`config.mk`:
```
export PLATFORM = sky130hd
export DESIGN_NAME = matrix_softmax_top
export DESIGN_NICKNAME = d
export VERILOG_FILES = /design/src/rtl/core/msmx_pkg.sv /design/src/rtl/core/matrix_softmax_top.sv /design/src/rtl/core/msmx_exp.sv /design/src/rtl/core/msmx_div.sv
export SDC_FILE = /design/constraint.sdc
export NUM_CORES = 2
export LEC_CHECK = 0
export BUFFER_PORTS_ARGS = -buffer_cell sky130_fd_sc_hd__buf_4
export CAP_MARGIN = 20
export CORE_MARGIN = 5
export CORE_UTILIZATION = 37
export CTS_CLUSTER_DIAMETER = 200
export DETAILED_ROUTE_END_ITERATION = 8
export SLEW_MARGIN = 5
export SYNTH_ARGS = -nofsm -noshare
export SYNTH_HDL_FRONTEND = slang
export SYNTH_SLANG_ARGS = --single-unit
```
`constraint.sdc`:
```
create_clock -name clk -period 27.5 [get_ports clk]
set_input_delay 0 -clock clk [delete_from_list [all_inputs] [get_ports clk]]
set_output_delay 0 -clock clk [all_outputs]
set_load 0.02 [all_outputs]
```
`src/rtl/core/msmx_pkg.sv`:
```
`default_nettype none
package msmx_pkg;

  localparam int MaxElemsDefault = 64;
  localparam int ValueW = 16;
  localparam int ProbW = 16;
  localparam int ColsW = 7;
  localparam int SumW = 22;
  localparam int ExpW = 16;
  localparam logic [16:0] Log2eQ16 = 17'd94548;

  typedef enum logic [1:0] {
    STATUS_OK = 2'd0,
    STATUS_OVERFLOW = 2'd1,
    STATUS_NOT_MULTIPLE = 2'd2
  } status_t;

  typedef enum logic [0:0] {
    REG_BY_ROWS = 1'b0,
    REG_NUM_COLS = 1'b1
  } reg_index_t;

  typedef enum logic [3:0] {
    ST_LOAD,
    ST_CHECK,
    ST_INIT,
    ST_MAX_RD,
    ST_MAX_UPD,
    ST_SUM_RD,
    ST_SUM_EXP,
    ST_SUM_UPD,
    ST_OUT_RD,
    ST_OUT_EXP,
    ST_OUT_DIV,
    ST_OUT_SEND,
    ST_ERR_SEND
  } state_t;

  function automatic logic [15:0] pow2_tab(input logic [4:0] i);
    logic [15:0] v;
    unique case (i)
      5'd0: v = 16'd32768;
      5'd1: v = 16'd31379;
      5'd2: v = 16'd30048;
      5'd3: v = 16'd28774;
      5'd4: v = 16'd27554;
      5'd5: v = 16'd26386;
      5'd6: v = 16'd25268;
      5'd7: v = 16'd24196;
      5'd8: v = 16'd23170;
      5'd9: v = 16'd22188;
      5'd10: v = 16'd21247;
      5'd11: v = 16'd20347;
      5'd12: v = 16'd19484;
      5'd13: v = 16'd18658;
      5'd14: v = 16'd17867;
      5'd15: v = 16'd17109;
      default: v = 16'd16384;
    endcase
    return v;
  endfunction

endpackage
`default_nettype wire

```
`src/rtl/core/matrix_softmax_top.sv`:
```
// channel | signals                            | beat
// in      | valid ready value last             | one matrix element
// out     | out_valid out_ready prob last_out status | one result
// cfg     | cfg_valid cfg_ready cfg_index cfg_data | one register write
// Loading takes each valid element; ready stays high while loading.
// After last come a count check, a group clear over the elements,
// a max pass, a sum pass and an output pass that runs a 39-step
// restoring divider per element; output stalls can hold that pass.
// Reset (rst, synchronous) returns to loading with count and overflow clear.
// A stalled output holds its result; no element is taken until all are sent.
`default_nettype none
module matrix_softmax_top #(
  parameter int MAX_ELEMS = msmx_pkg::MaxElemsDefault
) (
  input  wire logic                        clk,
  input  wire logic                        rst,
  input  wire logic                        valid,
  output logic                             ready,
  input  wire logic signed [15:0]          value,
  input  wire logic                        last,
  output logic                             out_valid,
  input  wire logic                        out_ready,
  output logic [15:0]                      prob,
  output logic                             last_out,
  output logic [1:0]                       status,
  input  wire logic                        cfg_valid,
  output logic                             cfg_ready,
  input  wire logic                        cfg_index,
  input  wire logic [6:0]                  cfg_data
);
  import msmx_pkg::*;

  localparam int AW = $clog2(MAX_ELEMS);
  localparam int CW = $clog2(MAX_ELEMS + 1);

  state_t state, state_next;
  logic by_rows;
  logic [6:0] num_cols;
  logic [15:0] store [MAX_ELEMS];
  logic [15:0] gmax [64];
  logic [21:0] gsum [64];
  logic [CW-1:0] count;
  logic ovf;
  logic [CW-1:0] idx;
  logic [6:0] col;
  logic [5:0] row;
  logic [5:0] grp;
  logic [15:0] rd_x;
  logic [15:0] rd_max;
  logic [21:0] rd_sum;
  logic [15:0] ex;
  logic exp_start;
  logic div_start;
  logic div_done;
  logic div_run;
  logic [15:0] div_prob;
  logic [15:0] prob_q;
  logic [1:0] err_code;
  logic [6:0] rem_chk;
  logic [CW-1:0] chk_cnt;
  logic in_acc;
  logic idx_last;

  assign ready = (state == ST_LOAD);
  assign cfg_ready = 1'b1;
  assign in_acc = valid && ready;
  assign grp = by_rows ? row : col[5:0];
  assign idx_last = (idx + CW'(1) == count);

  always_ff @(posedge clk) begin
    if (rst) begin
      by_rows <= 1'b1;
      num_cols <= 7'd10;
    end else if (cfg_valid) begin
      unique case (reg_index_t'(cfg_index))
        REG_BY_ROWS: by_rows <= cfg_data[0];
        REG_NUM_COLS: num_cols <= cfg_data;
        default: ;
      endcase
    end
  end

  always_ff @(posedge clk) begin
    if (in_acc && count < CW'(MAX_ELEMS)) begin
      store[count[AW-1:0]] <= value;
    end
    rd_x <= store[idx[AW-1:0]];
    rd_max <= gmax[grp];
    rd_sum <= gsum[grp];
    if (state == ST_INIT) begin
      gmax[grp] <= 16'h8000;
      gsum[grp] <= '0;
    end else if (state == ST_MAX_UPD && $signed(rd_x) > $signed(rd_max)) begin
      gmax[grp] <= rd_x;
    end else if (state == ST_SUM_UPD) begin
      gsum[grp] <= rd_sum + {6'd0, ex};
    end
  end

  msmx_exp u_exp (
    .clk(clk), .start(exp_start), .x(rd_x), .mx(rd_max), .e(ex)
  );

  msmx_div u_div (
    .clk(clk), .rst(rst), .start(div_start), .e(ex), .s(rd_sum),
    .done(div_done), .prob(div_prob)
  );

  always_ff @(posedge clk) begin
    if (rst) begin
      state <= ST_LOAD;
      count <= '0;
      ovf <= 1'b0;
      idx <= '0;
      col <= '0;
      row <= '0;
      err_code <= STATUS_OK;
      chk_cnt <= '0;
      rem_chk <= '0;
      div_run <= 1'b0;
    end else begin
      state <= state_next;
      if (div_start) begin
        div_run <= 1'b1;
      end else if (div_done) begin
        div_run <= 1'b0;
      end
      if (in_acc) begin
        if (count < CW'(MAX_ELEMS)) begin
          count <= count + CW'(1);
        end else begin
          ovf <= 1'b1;
        end
        chk_cnt <= '0;
        rem_chk <= '0;
        idx <= '0;
        col <= '0;
        row <= '0;
      end
      unique case (state)
        ST_CHECK: begin
          // walk count against num_cols one element at a time
          if (chk_cnt != count) begin
            chk_cnt <= chk_cnt + CW'(1);
            rem_chk <= (rem_chk + 7'd1 == num_cols) ? 7'd0 : rem_chk + 7'd1;
          end else if (ovf) begin
            err_code <= STATUS_OVERFLOW;
          end else if (num_cols == '0 || rem_chk != '0) begin
            err_code <= STATUS_NOT_MULTIPLE;
          end
        end
        ST_INIT, ST_MAX_UPD, ST_SUM_UPD, ST_OUT_SEND: begin
          if (state != ST_OUT_SEND || out_ready) begin
            if (idx_last) begin
              idx <= '0;
              col <= '0;
              row <= '0;
            end else begin
              idx <= idx + CW'(1);
              if (col + 7'd1 == num_cols) begin
                col <= '0;
                row <= row + 6'd1;
              end else begin
                col <= col + 7'd1;
              end
            end
          end
        end
        default: ;
      endcase
      if ((state == ST_ERR_SEND && out_ready) ||
          (state == ST_OUT_SEND && out_ready && idx_last)) begin
        count <= '0;
        ovf <= 1'b0;
        err_code <= STATUS_OK;
      end
    end
  end

  always_ff @(posedge clk) begin
    if (div_done) begin
      prob_q <= div_prob;
    end
  end

  assign prob = (state == ST_ERR_SEND) ? 16'd0 : prob_q;

  always_comb begin
    state_next = state;
    exp_start = 1'b0;
    div_start = 1'b0;
    out_valid = 1'b0;
    last_out = 1'b0;
    status = STATUS_OK;
    unique case (state)
      ST_LOAD: if (in_acc && last) state_next = ST_CHECK;
      ST_CHECK: begin
        if (chk_cnt == count) begin
          if (ovf || num_cols == '0 || rem_chk != '0) state_next = ST_ERR_SEND;
          else state_next = ST_INIT;
        end
      end
      ST_INIT: if (idx_last) state_next = ST_MAX_RD;
      ST_MAX_RD: state_next = ST_MAX_UPD;
      ST_MAX_UPD: state_next = idx_last ? ST_SUM_RD : ST_MAX_RD;
      ST_SUM_RD: state_next = ST_SUM_EXP;
      ST_SUM_EXP: begin
        exp_start = 1'b1;
        state_next = ST_SUM_UPD;
      end
      ST_SUM_UPD: state_next = idx_last ? ST_OUT_RD : ST_SUM_RD;
      ST_OUT_RD: state_next = ST_OUT_EXP;
      ST_OUT_EXP: begin
        exp_start = 1'b1;
        state_next = ST_OUT_DIV;
      end
      ST_OUT_DIV: begin
        div_start = !div_run;
        if (div_done) state_next = ST_OUT_SEND;
      end
      ST_OUT_SEND: begin
        out_valid = 1'b1;
        last_out = idx_last;
        if (out_ready) state_next = idx_last ? ST_LOAD : ST_OUT_RD;
      end
      ST_ERR_SEND: begin
        out_valid = 1'b1;
        last_out = 1'b1;
        status = err_code;
        if (out_ready) state_next = ST_LOAD;
      end
      default: state_next = ST_LOAD;
    endcase
  end

  assert property (@(posedge clk) disable iff (rst) out_valid |-> !ready)
    else $error("output beat while loading");
  assert property (@(posedge clk) disable iff (rst)
    (state == ST_ERR_SEND) |-> (err_code == STATUS_OVERFLOW ||
                               err_code == STATUS_NOT_MULTIPLE))
    else $error("error beat without error code");
  assert property (@(posedge clk) disable iff (rst) count <= CW'(MAX_ELEMS))
    else $error("element count beyond store");
endmodule
`default_nettype wire

```
`src/rtl/core/msmx_exp.sv`:
```
`default_nettype none
module msmx_exp (
  input  wire logic        clk,
  input  wire logic        start,
  input  wire logic [15:0] x,
  input  wire logic [15:0] mx,
  output logic [15:0]      e
);
  import msmx_pkg::*;

  logic [32:0] t;
  logic [15:0] tab_lo;
  logic [15:0] tab_hi;
  logic [3:0]  i;
  logic [11:0] r;
  logic [7:0]  k;
  logic [27:0] prod;
  logic [15:0] m;
  logic [15:0] n;

  assign n = mx - x;

  always_ff @(posedge clk) begin
    if (start) begin
      t <= {17'd0, n} * {16'd0, Log2eQ16};
    end
  end

  always_comb begin
    k = t[31:24];
    i = t[23:20];
    r = t[19:8];
    tab_hi = pow2_tab({1'b0, i});
    tab_lo = pow2_tab({1'b0, i} + 5'd1);
    prod = 28'({12'd0, tab_hi - tab_lo} * {16'd0, r}) + 28'd2048;
    m = tab_hi - prod[27:12];
    e = (t[32] == 1'b0 && k < 8'd16) ? (m >> k[3:0]) : 16'd0;
  end
endmodule
`default_nettype wire

```
`src/rtl/core/msmx_div.sv`:
```
`default_nettype none
module msmx_div (
  input  wire logic        clk,
  input  wire logic        rst,
  input  wire logic        start,
  input  wire logic [15:0] e,
  input  wire logic [21:0] s,
  output logic             done,
  output logic [15:0]      prob
);
  import msmx_pkg::*;

  logic [38:0] num;
  logic [21:0] den;
  logic [22:0] rem;
  logic [38:0] quo;
  logic [5:0]  cnt;
  logic        busy;
  logic [22:0] trial;

  assign trial = {rem[21:0], num[38]};

  always_ff @(posedge clk) begin
    if (rst) begin
      busy <= 1'b0;
      done <= 1'b0;
    end else begin
      done <= 1'b0;
      if (start) begin
        busy <= 1'b1;
        num <= {7'd0, e, 16'd0} + {18'd0, s[21:1]};
        den <= s;
        rem <= '0;
        quo <= '0;
        cnt <= 6'd39;
      end else if (busy) begin
        num <= {num[37:0], 1'b0};
        if (trial >= {1'b0, den}) begin
          rem <= trial - {1'b0, den};
          quo <= {quo[37:0], 1'b1};
        end else begin
          rem <= trial;
          quo <= {quo[37:0], 1'b0};
        end
        cnt <= cnt - 6'd1;
        if (cnt == 6'd1) begin
          busy <= 1'b0;
          done <= 1'b1;
        end
      end
    end
  end

  always_comb begin
    if (den == '0) begin
      prob = '0;
    end else if (quo[38:16] != '0) begin
      prob = 16'hFFFF;
    end else begin
      prob = quo[15:0];
    end
  end
endmodule
`default_nettype wire
```
==> out/metrics.csv <==
stage,metric,value,unit
worst_setup_path,crit-path max FO,38,
synth,Ys Warns,0,
worst_setup_path,CP max stage cell,edfxtp_1,
clock_network,H-tree Lvls,5,
timing,Final Hold Slack,0.155,ns
synth,sequential-to-total area share from yosys stat,0.717,
worst_setup_path,critical path's most frequent cell,a21oi_1,
route,Post-Route WL,445,mm
clock_network,hold_buf cts,52,
worst_setup_path,Reg2Reg Depth,63,
clock_network,clock transition at the registers of the reported paths,0.06,ns
final_layout,"commonest cells after routing, fill and taps aside","3625 x edfxtp_1, 718 x a22oi_1, 388 x buf_4",
clock_network,setup repair bufs after CTS,0,
timing,Worst slew margin,0.192,
clock_network,CTS Buf Count,377,
timing,clock skew,0.0545,ns
synth,count of flip-flops with a built-in enable after synthesis,3625,
die,core area,419000,um2
grt,first-pass GRT wire length,639,mm
route,Final ANT Viol Nets,0,
timing,period utilization,0.606,
timing,TNS Setup,0,ns
final_layout,share of layout cells above drive strength 1,0.148,
grt,GRT Util Overall,0.199,
route,drt first-iter violations,11200,
worst_setup_path,Critical Path Sink,gsum[33][21],
synth,Mapped Area,155000,um2
grt,largest net degree at the start of global routing,130,
worst_setup_path,FF-to-FF End,gsum[33][21],
job,Max Cap Violations,0,
synth,Synthesized Nets,9893,
synth,cells after synthesis,9312,
placement,port buffer count,50,
hold_path,worst hold path type,primary input to register,
timing,Fin. Hold Viols,0,
synth,Async SR Flop Fraction,0,
timing,Pins Over Slew Limit,0,
die,DIE WIDTH,658,um
die,Die Ht,658,um
route,DRC Markers,2,
worst_setup_path,Setup crit end kind,register,
route,DR pass1 iterations,9,
worst_setup_path,"delay-heaviest family, CP",compound AO/OA/AOI/OAI gates,
clock_network,Num Clock Sinks,3754,
worst_setup_path,reg-to-reg setup timing slack,10.85,ns
final_layout,"commonest non-fill, non-tap cell in the layout",edfxtp_1,
die,DIE AREA,433000,um2
synth,Synth Area per Inst,16.7,um2
worst_setup_path,Worst path depth,63,
worst_setup_path,"Arr. time, crit path",17.43,ns
clock_network,CTS root buffer,clkbuf_16,
placement,RePlAce Congestion,0.854,
grt,initial antenna violation count,22,
status,failing checks,DRC,
status,status,"finished, violations left",
clock_network,Worst-Skew Late Latency,0.96,ns
timing,crit path time final,16.65,ns
synth,Synth cell types,91,
grt,number of global-route vias before repair,89400,
timing,RSZ-0062 raised after global routing,no,
worst_setup_path,delay of the slowest critical-path stage,0.62,ns
worst_setup_path,nature of the critical path startpoint,register,
clock_network,clock buffer depth,4,
worst_setup_path,Reg-to-Reg Start,u_exp.t[20],
placement,DPL Wire Length,257,mm
clock_network,Resized Gates After CTS,0,
synth,Post-synth top flop,edfxtp_1,
worst_setup_path,Setup crit start,u_exp.t[20],
worst_setup_path,CP bufs+invs,4,
timing,setup-violating endpoint count in the final report,0,
die,io pins,52,
clock_network,TritonCTS clock tree,done,
die,Initial Utilization,0.371,
route,Routed wire per std cell,28.7,um
route,vias,90700,
timing,fmax,60.0,MHz
worst_setup_path,Setup CP Type,register to register,
route,Vias/cell,5.86,
synth,post-synthesis register bit count,3754,
timing,worst slew pin tran,1.21,ns
die,Std-Cell Rows,238,
grt,Overflow after GRT,0,
final_layout,Layout area overhead,14.0,%
final_layout,Nets,10200,
worst_setup_path,Critical Path RT,28.27,ns
-- layer usage --
metal | vias up | wire [um] | GRT usage
met5 | - | 57 | 0
met4 | 8 | 15700 | 0.0640
met3 | 845 | 42000 | 0.0343
met2 | 4688 | 207000 | 0.315
met1 | 47100 | 180000 | 0.279
li1 | 38000 | - | -
-- stage by stage --
| step | util | instance area, um2 | std cells | worst slack (ns) |
|---|---|---|---|---|
| global placement | 0.392 | 164000 | 14700 | 10.73 |
| floorplan | - | 155000 | 9312 | 9.78 |
| global route | 0.422 | 177000 | 15500 | 9.70 |
| CTS | 0.422 | 177000 | 15400 | 10.53 |
| finish | 0.422 | 177000 | 15500 | 10.85 |
| detailed placement | 0.392 | 164000 | 14700 | 10.59 |
-- kinds of logic (layout without fill, tap and decap cells) --
| group | Yosys count | after routing | synth area share |
|---|---|---|---|
| simple gates | 1491 | 1491 | 0.0461 |
| buf+inv | 907 | 1534 | 0.0220 |
| other cells | 1 | 10 | 0.0000241 |
| mux | 400 | 400 | 0.0532 |
| xor+xnor | 164 | 164 | 0.00929 |
| flops | 3754 | 3754 | 0.717 |
| compound gates | 2042 | 2042 | 0.0976 |
| fa+ha+maj | 553 | 553 | 0.0547 |
-- synth_stat cells (all sizes together) (125+ instances only) --
cell type | n | area share
a221oi | 229 | 0.013
nand2 | 370 | 0.0089
o21ai | 171 | 0.0055
dfxtp | 129 | 0.017
clkbuf | 398 | 0.0096
and2 | 170 | 0.0068
fa | 212 | 0.027
inv | 371 | 0.0090
a22o | 187 | 0.011
edfxtp | 3625 | 0.70
a22oi | 718 | 0.035
a21oi | 219 | 0.0071
nor2 | 429 | 0.010
ha | 339 | 0.027
a31oi | 125 | 0.0050
mux4 | 340 | 0.049
buf | 137 | 0.0034
-- area by class of cell --
class	count	area, um2
tap	5520	6910
inverter	372	1400
sequential	3754	111000
antenna	9	22.5
multi-input combinational	4651	41300
fill	36700	242000
timing repair buffer	469	3980
clock inverter	217	2070
clock buffer	476	9950
-- how the worst min path moves through the flow --
stage                      startpoint            end  slack, ns  cells after the start
final                       value[15]  store[58][15]       0.15                      2
after CTS                        last       state[1]       0.04                      7
after global placement    cfg_data[0]        by_rows       0.26                      2
after floorplan              value[0]    store[0][0]        0.1                      0
after global routing             last       state[2]       0.16                      7
after detailed placement  cfg_data[0]        by_rows       0.26                      2
-- state kept, by name (all words and copies together), names as in the netlist, 4 cells and up --
signal / cells
gsum: 1408
gmax: 1024
store: 1024
u_div.num: 39
u_div.quo: 39
u_exp.t: 25
rd_sum: 22
u_div.den: 22
u_div.rem: 22
prob_q: 16
rd_max: 16
rd_x: 16
u_exp.tab_hi: 16
chk_cnt: 7
col: 7
count: 7
idx: 7
num_cols: 7
rem_chk: 7
row: 6
u_div.cnt: 6
state: 4
-- worst reg2reg max path: cells and delay by family, from the launching register on --
| kind | cells | cell delay [ns] |
|---|---|---|
| buffers and inverters | 4 | 0.42 |
| AOI/OAI and AO/OA | 32 | 6.79 |
| adders and majority gates | 11 | 4.89 |
| and+or+nand+nor | 10 | 1.78 |
| muxes | 2 | 0.98 |
| DFF | 1 | 0.62 |
| xor gates and xnor gates | 4 | 0.98 |
Power is left out: the tool's default activity adds up to more than one toggle a clock period on the data nets, which glitch-free logic cannot reach.
